===== src/sv/brfp_pkg.sv =====
package brfp_pkg;

   localparam int STORE_DEPTH = 256;
   localparam int IDX_W = (STORE_DEPTH > 1) ? $clog2(STORE_DEPTH) : 1;
   localparam int LEN_W = 8;
   localparam int CMP_W = ((IDX_W > LEN_W) ? IDX_W : LEN_W) + 1;

   localparam logic [1:0] FN_ADD    = 2'd0;
   localparam logic [1:0] FN_REMOVE = 2'd1;
   localparam logic [1:0] FN_PEEK   = 2'd2;

   localparam logic [1:0] ST_OK    = 2'd0;
   localparam logic [1:0] ST_FULL  = 2'd1;
   localparam logic [1:0] ST_EMPTY = 2'd2;
   localparam logic [1:0] ST_BAD   = 2'd3;

   typedef struct packed {
      logic [1:0] func;
      logic [7:0] write_byte;
      logic [7:0] peek_offset;
   } req_type;

   typedef struct packed {
      logic [1:0] status;
      logic [7:0] read_byte;
      logic       is_full;
      logic       is_empty;
   } rsp_type;

   function automatic logic [LEN_W-1:0] clamp_length(input logic [LEN_W-1:0] value);
      logic [LEN_W-1:0] len;
      len = (value == '0) ? LEN_W'(1) : value;
      if (CMP_W'(len) > CMP_W'(STORE_DEPTH)) begin
         len = LEN_W'(STORE_DEPTH);
      end
      return len;
   endfunction

   function automatic logic [IDX_W-1:0] next_index(input logic [IDX_W-1:0] idx,
                                                  input logic [LEN_W-1:0] len);
      logic [CMP_W-1:0] nxt;
      nxt = CMP_W'(idx) + CMP_W'(1);
      return (nxt >= CMP_W'(len)) ? '0 : IDX_W'(nxt);
   endfunction

endpackage


===== src/sv/byte_ring_fifo_with_peek_core.sv =====
// Byte FIFO in a ring store with head/tail/count and a peek port.
// Request channel: drive req_data and pulse start while busy is low; the
//   transaction is taken at that clock edge. busy is always low, so one
//   request can be issued every cycle (add, remove or peek).
// Result channel: exactly one result per request, on rsp_data with rsp_valid
//   high for one cycle, in the cycle after the request edge. The result is
//   registered, as is the read port of the ring store; throughput is one per cycle.
//   The receiver cannot stall; it must take each result when it appears.
// Configuration: csr_we/csr_wdata set the ring length (0 acts as 1, values
//   above the store depth act as the depth) and empty the FIFO. Write it only
//   when no request is outstanding.
// Reset (synchronous, active high): head, tail and count go to zero, ring
//   length goes to 255. Store contents are not cleared; a slot is only ever
//   read after an add wrote it. Status codes: ok, full, empty, bad access.
// read_byte is zero for adds and for any status other than ok.
module byte_ring_fifo_with_peek_core (
   input  logic              clock,
   input  logic              reset,
   input  logic              start,
   output logic              busy,
   input  brfp_pkg::req_type req_data,
   output logic              rsp_valid,
   output brfp_pkg::rsp_type rsp_data,
   input  logic              csr_we,
   input  logic [7:0]        csr_wdata
);

   logic [brfp_pkg::IDX_W-1:0] head_ff, head_in;
   logic [brfp_pkg::IDX_W-1:0] tail_ff, tail_in;
   logic [brfp_pkg::CMP_W-1:0] count_ff, count_in, count_op;
   logic [brfp_pkg::LEN_W-1:0] length_ff, length_in;

   logic       valid_ff, valid_in;
   logic [1:0] status_ff, status_in;
   logic       rd_ok_ff, rd_ok_in;
   logic       full_ff, full_in;
   logic       empty_ff, empty_in;

   logic                       accept;
   logic                       wr_en;
   logic                       rd_en;
   logic [brfp_pkg::IDX_W-1:0] rd_addr;
   logic [7:0]                 rd_data;
   logic [brfp_pkg::CMP_W-1:0] len_ext;
   logic [brfp_pkg::CMP_W-1:0] off_ext;
   logic [brfp_pkg::CMP_W-1:0] slot_sum;
   logic [brfp_pkg::CMP_W-1:0] slot;

   assign busy   = 1'b0;
   assign accept = start && !busy;

   assign len_ext  = brfp_pkg::CMP_W'(length_ff);
   assign off_ext  = brfp_pkg::CMP_W'(req_data.peek_offset);
   assign slot_sum = brfp_pkg::CMP_W'(head_ff) + off_ext;
   assign slot     = (slot_sum >= len_ext) ? (slot_sum - len_ext) : slot_sum;

   always_comb begin
      head_in   = head_ff;
      tail_in   = tail_ff;
      count_op  = count_ff;
      status_in = brfp_pkg::ST_OK;
      rd_ok_in  = 1'b0;
      wr_en     = 1'b0;
      rd_en     = 1'b0;
      rd_addr   = head_ff;
      if (accept) begin
         case (req_data.func)
            brfp_pkg::FN_ADD: begin
               if (count_ff >= len_ext) begin
                  status_in = brfp_pkg::ST_FULL;
               end else begin
                  wr_en    = 1'b1;
                  tail_in  = brfp_pkg::next_index(tail_ff, length_ff);
                  count_op = count_ff + brfp_pkg::CMP_W'(1);
               end
            end
            brfp_pkg::FN_REMOVE: begin
               if (count_ff == '0) begin
                  status_in = brfp_pkg::ST_EMPTY;
               end else begin
                  rd_en    = 1'b1;
                  rd_ok_in = 1'b1;
                  head_in  = brfp_pkg::next_index(head_ff, length_ff);
                  count_op = count_ff - brfp_pkg::CMP_W'(1);
               end
            end
            brfp_pkg::FN_PEEK: begin
               if (off_ext > len_ext) begin
                  status_in = brfp_pkg::ST_BAD;
               end else if (off_ext >= count_ff) begin
                  status_in = brfp_pkg::ST_EMPTY;
               end else begin
                  rd_en    = 1'b1;
                  rd_ok_in = 1'b1;
                  rd_addr  = brfp_pkg::IDX_W'(slot);
               end
            end
            default: begin
               status_in = brfp_pkg::ST_BAD;
            end
         endcase
      end
      full_in   = (count_op == len_ext);
      empty_in  = (count_op == '0);
      valid_in  = accept;
      count_in  = count_op;
      length_in = length_ff;
      if (csr_we) begin
         length_in = brfp_pkg::clamp_length(csr_wdata);
         head_in   = '0;
         tail_in   = '0;
         count_in  = '0;
      end
   end

   always_ff @(posedge clock) begin
      if (reset) begin
         head_ff   <= '0;
         tail_ff   <= '0;
         count_ff  <= '0;
         length_ff <= brfp_pkg::clamp_length(8'd255);
         valid_ff  <= 1'b0;
      end else begin
         head_ff   <= head_in;
         tail_ff   <= tail_in;
         count_ff  <= count_in;
         length_ff <= length_in;
         valid_ff  <= valid_in;
      end
      status_ff <= status_in;
      rd_ok_ff  <= rd_ok_in;
      full_ff   <= full_in;
      empty_ff  <= empty_in;
   end

   brfp_ram #(
      .WIDTH(8),
      .DEPTH(brfp_pkg::STORE_DEPTH)
   ) u_ring (
      .clock  (clock),
      .wr_en  (wr_en),
      .wr_addr(tail_ff),
      .wr_data(req_data.write_byte),
      .rd_en  (rd_en),
      .rd_addr(rd_addr),
      .rd_data(rd_data)
   );

   assign rsp_valid          = valid_ff;
   assign rsp_data.status    = status_ff;
   assign rsp_data.read_byte = rd_ok_ff ? rd_data : 8'd0;
   assign rsp_data.is_full   = full_ff;
   assign rsp_data.is_empty  = empty_ff;

`ifndef SYNTHESIS
   a_count_in_range: assert property (@(posedge clock) disable iff (reset)
      count_ff <= brfp_pkg::CMP_W'(length_ff))
      else $error("item count exceeds ring length");

   a_flags_exclusive: assert property (@(posedge clock) disable iff (reset)
      rsp_valid |-> !(rsp_data.is_full && rsp_data.is_empty))
      else $error("full and empty reported together");

   a_one_result: assert property (@(posedge clock) disable iff (reset)
      accept |=> rsp_valid)
      else $error("accepted transaction gave no result");

   a_byte_zero_on_error: assert property (@(posedge clock) disable iff (reset)
      (rsp_valid && rsp_data.status != brfp_pkg::ST_OK) |-> rsp_data.read_byte == 8'd0)
      else $error("nonzero read byte with error status");
`endif

endmodule


===== src/sv/brfp_ram.sv =====
module brfp_ram #(
   parameter int WIDTH = 8,
   parameter int DEPTH = 256
) (
   input  logic                             clock,
   input  logic                             wr_en,
   input  logic [$clog2(DEPTH)-1:0]         wr_addr,
   input  logic [WIDTH-1:0]                 wr_data,
   input  logic                             rd_en,
   input  logic [$clog2(DEPTH)-1:0]         rd_addr,
   output logic [WIDTH-1:0]                 rd_data
);

   logic [WIDTH-1:0] mem_ff [DEPTH];
   logic [WIDTH-1:0] rd_data_ff;

   always_ff @(posedge clock) begin
      if (wr_en) begin
         mem_ff[wr_addr] <= wr_data;
      end
      if (rd_en) begin
         rd_data_ff <= mem_ff[rd_addr];
      end
   end

   assign rd_data = rd_data_ff;

endmodule


===== config.mk =====
export PLATFORM = sky130hd
export DESIGN_NAME = byte_ring_fifo_with_peek_core
export DESIGN_NICKNAME = d
export VERILOG_FILES = /design/src/sv/brfp_pkg.sv /design/src/sv/byte_ring_fifo_with_peek_core.sv /design/src/sv/brfp_ram.sv
export SDC_FILE = /design/constraint.sdc
export NUM_CORES = 2
export LEC_CHECK = 0
export BUFFER_PORTS_ARGS = -buffer_cell sky130_fd_sc_hd__buf_2
export CORE_ASPECT_RATIO = 0.75
export CORE_MARGIN = 4
export CORE_UTILIZATION = 23
export DETAILED_ROUTE_END_ITERATION = 8
export PLACE_DENSITY = 0.35
export SYNTH_ARGS = -nofsm -noshare
export SYNTH_HDL_FRONTEND = slang
export SYNTH_HIERARCHICAL = 1
export SYNTH_SLANG_ARGS = --single-unit

===== constraint.sdc =====
create_clock -name clock -period 9.6 [get_ports clock]
set_clock_uncertainty 0.05 [all_clocks]
set_input_delay 1.92 -clock clock [delete_from_list [all_inputs] [get_ports clock]]
set_output_delay 1.92 -clock clock [all_outputs]
set_load 0.02 [all_outputs]

# Word level (Yosys, flattened, before mapping)
# Memory sizes are Yosys's and may differ from the RTL's. A register that Yosys moved wholly into a read port is not among the register bits.
# Index checks and enable logic that the tools add are counted.
# W data, S select, Z words.
# word_totals
regBits,39
wordCells,64
ram_bits,2048
output_inout_bits,14
mem_count,1
# op_classes
eq_ne,3
n_bitwise,2
reduce_logical,7
n_mux,29
addsub,6
order_cmp,7
# memory_table
memory,words,width,read_ports,rd_ports_with_merged_regs,wr,line,rtl
u_ring.mem_ff,256,8,1,1,1,brfp_ram.sv:14,logic [WIDTH-1:0] mem_ff [DEPTH];
# ops
operator,count
$mux W8,10
$ge A9 B8 Y1,4
$mux W9,3
$add A8 B1 Y9 const B,2
$logic_not A9 Y1,2
$pmux W9 S2,1
$mux W1,10
$add A8 B8 Y9,1
$add A9 B1 Y9 const B,1
$eq A9 B8 Y1,1
$ge A8 B9 Y1,1
$gt A8 B9 Y1 const B,1
$sub A9 B1 Y9 const B,1
$gt A8 B8 Y1,1
$logic_not A8 Y1,1
$sub A8 B8 Y8,1
$mux W2,3
$pmux W2 S3,1
$reduce_and A3 Y1,2
$eq A2 B1 Y1 const B,1
$eq A2 B2 Y1 const B,1
$logic_not A2 Y1,1
$not A1 Y1,2
$pmux W1 S2,1
$reduce_or A2 Y1,1

# Depth between registers and ports, before layout
# logic_depth
word_depth,7
mapped_depth,25
mapped_depth_nobuf,20

# Cells and area by module
# Netlist, hierarchy kept.
# modules_own_cells
module,n_inst,cells_each,area_each_um2,seq_area_each_um2
brfp_ram,1,3733,79636.4,61739.2
byte_ring_fifo_with_peek_core,1,496,4076.4,780.7

# Least setup slack after synthesis
# No wires, ideal clock.
# synth_path
path_type,input -> register
start,in req_data[0] in the netlist's numbering
end,"reg u_ring.rd_data_ff[7], in the netlist u_ring/rd_data[7], read port of u_ring.mem_ff, data pin"
setup_slack_ns,2.830
stages,23
arrival_ns,6.454
cell_sequence,ha_1 fa_1 a21oi_1 o21ai_0 o21a_1 nor2_1 xnor2_1 ha_1 nand4_1 o21ai_0 a21oi_1 o21ai_1 mux2_2 mux2_2 buf_2 buf_4 buf_2 nor4b_1 a21oi_1 o211ai_1 a21oi_1 nor4_1 nor4_1
# synth_via
elab_chain_len,7
word_cells_on_any_way,14
# synth_rtl
element,line,rtl
start: declaration,byte_ring_fifo_with_peek_core.sv:21,"input brfp_pkg::req_type req_data,"
$add A8 B8 Y9,byte_ring_fifo_with_peek_core.sv:54,assign slot_sum = brfp_pkg::CMP_W'(head_ff) + off_ext;
$sub A8 B8 Y8 / $ge A9 B8 Y1 (equally long branches),byte_ring_fifo_with_peek_core.sv:55,assign slot = (slot_sum >= len_ext) ? (slot_sum - len_ext) : slot_sum;
$mux W8,byte_ring_fifo_with_peek_core.sv:55,
$mux W8,byte_ring_fifo_with_peek_core.sv:90,end else if (off_ext >= count_ff) begin
$mux W8 (*),byte_ring_fifo_with_peek_core.sv:88,if (off_ext > len_ext) begin
$mux W8 (*),byte_ring_fifo_with_peek_core.sv:67,case (req_data.func)
$mux W8 (*),byte_ring_fifo_with_peek_core.sv:66,if (accept) begin
"net rd_addr, one bit",byte_ring_fifo_with_peek_core.sv:42,logic [brfp_pkg::IDX_W-1:0] rd_addr;
end: declaration,brfp_ram.sv:15,logic [WIDTH-1:0] rd_data_ff;
# Mark *: on every way through the listed nets, which the timed path passes. The rest lies on a longest branch.
# A chain may end at the register's enable or synchronous reset.

# Worst setup path after layout
# layout_path
start,in req_data[0] in the netlist's numbering
end,"reg u_ring.rd_data_ff[3], in the netlist u_ring/rd_data[3], read port of u_ring.mem_ff, data pin"
# Same word-level chain as after synthesis.

==> metrics.csv <==
stage,metric,value,unit
final_layout,final_cell_mix,"2056 x edfxtp_1, 454 x mux4_2, 312 x nor2_1, 222 x clkbuf_16, 136 x mux2i_1",
cts,clock_latency,0.87,ns
grt,grt_max_degree,149,
timing,fin_hold_ws,0.498,ns
floorplanning,die_area,0.374,mm²
routing,viasPerCell,4.55,
final_layout,synthToLayoutAreaGrowth,16.0,%
final_layout,n_fill_cell,36100,
timing,setup_violations,0,
job,maxCapViolCount,0,
timing,fin_setup_tns,0,ns
worst_setup_path,crit_required,10.13,ns
synthesis,synthFlopType,edfxtp_1,
timing,finalHoldViolations,0,
placement,io_buffers,42,
power,power_leakage,28.4,nW
cts,cts_tree,built,
synthesis,muxShareOfSynthArea,14.1,%
floorplanning,dieHeight,530,µm
final_layout,layout.nets,4496,
synthesis,netlist_area,0.0837,mm²
routing,wl_per_cell,28.7,µm
synthesis,synth_top_family_by_area,multiplexers,
timing,rsz0062_at_grt,no,
timing,post-route-period-util,86.1,%
routing,ant_nets,0,
final_layout,final_common_cell,edfxtp_1,
cts,numCtsBuffers,221,
cts,post_cts_buffers,0,
worst_setup_path,worstPathArrival,8.80,ns
timing,max_freq,0.121,GHz
worst_setup_path,startpoint_type,input port,
synthesis,synth-compound-area-share,4.48,%
timing,timing.slew.headroom,11.9,%
power,p_per_area,197,mW/mm²
placement,dpl.hpwl,171000,µm
synthesis,synth-xor-area-share,0.220,%
routing,firstDrtPassIters,5,
synthesis,synthAdderAreaFrac,1.00,%
cts,cts_hold_buf,0,
timing,slew_violations,0,
final_layout,multi_input_area,0.0197,mm²
power,irDropWorstVdd,137,µV
floorplanning,io_pins,44,
synthesis,synth-edff-count,2056,
floorplanning,coreArea,0.362,mm²
synthesis,yosysUniqueCellTypes,86,
floorplanning,num_rows,191,
cts,cts_sinks,2095,
synthesis,synth_simple_gate_area_share,3.54,%
min_path,worst_hold_path_type,reg2reg,
grt,antenna_found_initial,17,
grt,grt_pass1_vias,43300,
synthesis,syn_nets,4325,
grt,grt_usage,14.1,%
floorplanning,start_util,23.1,%
timing,fin_crit,8.27,ns
synthesis,yosysSeqAreaShare,74.7,%
synthesis,async_flop_share,0,%
cts,cts.clk_slew.worst_paths,0.07,ns
placement,gp_congestion,0.768,
synthesis,yosysWarnings,6,
cts,h-tree-depth,4,
routing,drt_iter0_drc,4266,
final_layout,drive_above_1_share,22.2,%
final_layout,regArea,0.0625,mm²
routing,drc,0,
synthesis,avgSynthCellArea,19.8,µm²
grt,grt_pass1_wl,373000,µm
floorplanning,die_w,705,µm
synthesis,ys_seq_elements,2095,
outcome,status,completed,
timing,worstMarginPinSlew,1.31,ns
synthesis,syn_inst,4229,
cts,cts_root_buf,clkbuf_16,
worst_setup_path,worstSetupEndpointType,flop,
cts,clockBufferDepth,4,
worst_setup_path,path_max_fanout,28,
worst_setup_path,critical_path_class,in2reg,
grt,grt-ovfl-total,0,
cts,cts_resized,0,
routing,vias,42900,
routing,routed_wl,270000,µm
-- logic make-up (layout without fill, tap and decap cells) --
kind of cell	Yosys count	after routing
flops	2095	2095
simple gates	629	629
mux	607	607
compound gates	530	530
buf+inv	280	628
fa+ha+maj	66	66
xor+xnor	21	21
other cells	1	11
-- where the power goes --
group          switching [mW]  leakage, nW  internal [mW]
sequential            0.00468         18.8           10.0
combinational           0.422         6.22          0.165
clock                    3.67         3.38           4.82
-- worst paths after layout --
path,endpoint,slack [ns],cells past startpoint,start
min,head_ff[6],0.50,2,head_ff[6]
min reg2reg,head_ff[6],0.50,2,head_ff[6]
max,u_ring/rd_data[3],1.33,23,req_data[0]
max reg2reg,u_ring/rd_data[3],2.04,22,head_ff[0]
-- sequential cells by signal (all words and copies together), names as in the netlist, 2 cells and up --
signal and cells:
status_ff 2, head_ff 8, tail_ff 8, u_ring/rd_data 8
u_ring/mem_ff 2048, length_ff 8, count_ff 9
-- cell usage after synthesis (41+ instances only) --
cell      number  area share (%)
a21oi_1      120            0.72
a22oi_1      134             1.2
clkbuf_1     123            0.55
edfxtp_1    2056              74
ha_1          64            0.96
mux2i_1      137             1.6
mux4_2       454              12
nand2_1       65            0.29
nand3_1       48            0.29
nor2_1       315             1.4
nor2b_1       41            0.31
o221ai_1      49            0.51
-- cell type report --
| class | count | share of cell area, % |
|---|---|---|
| inverter | 30 | 0.116 |
| timing repair buffer | 198 | 1.78 |
| multi-input combinational | 1854 | 20.3 |
| tap | 4825 | 6.22 |
| sequential | 2095 | 64.4 |
| antenna | 10 | 0.0258 |
| clock inverter | 136 | 1.30 |
| clock buffer | 264 | 5.88 |
-- routing by layer --
| layer | part of all wire (%) | vias to the layer above | track usage, % | routed length (µm) |
|---|---|---|---|---|
| met3 | 5.4 | 295 | 2.47 | 14700 |
| li1 | - | 18000 | - | - |
| met1 | 49 | 23500 | 21.6 | 133000 |
| met2 | 43 | 1145 | 21.0 | 117000 |
| met4 | 1.7 | 4 | 2.64 | 4680 |
| met5 | 0.010 | - | 0 | 27 |
-- critical path, stage by stage --
cell and delay [ns]:
buf_2 0.12, ha_1 0.22, fa_1 0.41, a21oi_1 0.20
o21ai_0 0.19, o21a_1 0.21, nor2_1 0.12, xnor2_1 0.10
ha_1 0.35, nand4_1 0.11, o21ai_0 0.30, a21oi_1 0.06
o21ai_1 0.47, mux2i_1 0.32, mux2_8 0.55, buf_12 0.29
buf_12 0.30, buf_4 0.28, mux4_2 0.55, a22oi_1 0.20
a31oi_1 0.14, nor4_1 1.13, nor4_1 0.14
-- per-stage QoR --
step	util (%)	power [mW]	cells	setup WS (ns)	area, µm²
after detailed placement	24.9	10.8	9001	0.263	90100
after CTS	26.8	19.4	9401	1.21	97100
after floorplan	-	10.5	4229	2.83	83700
final	26.8	19.1	9412	1.33	97100
after global routing	26.8	19.8	9403	0.862	97100
after global placement	24.9	10.8	9001	0.360	90100
Power figures use the tool's default switching activity.
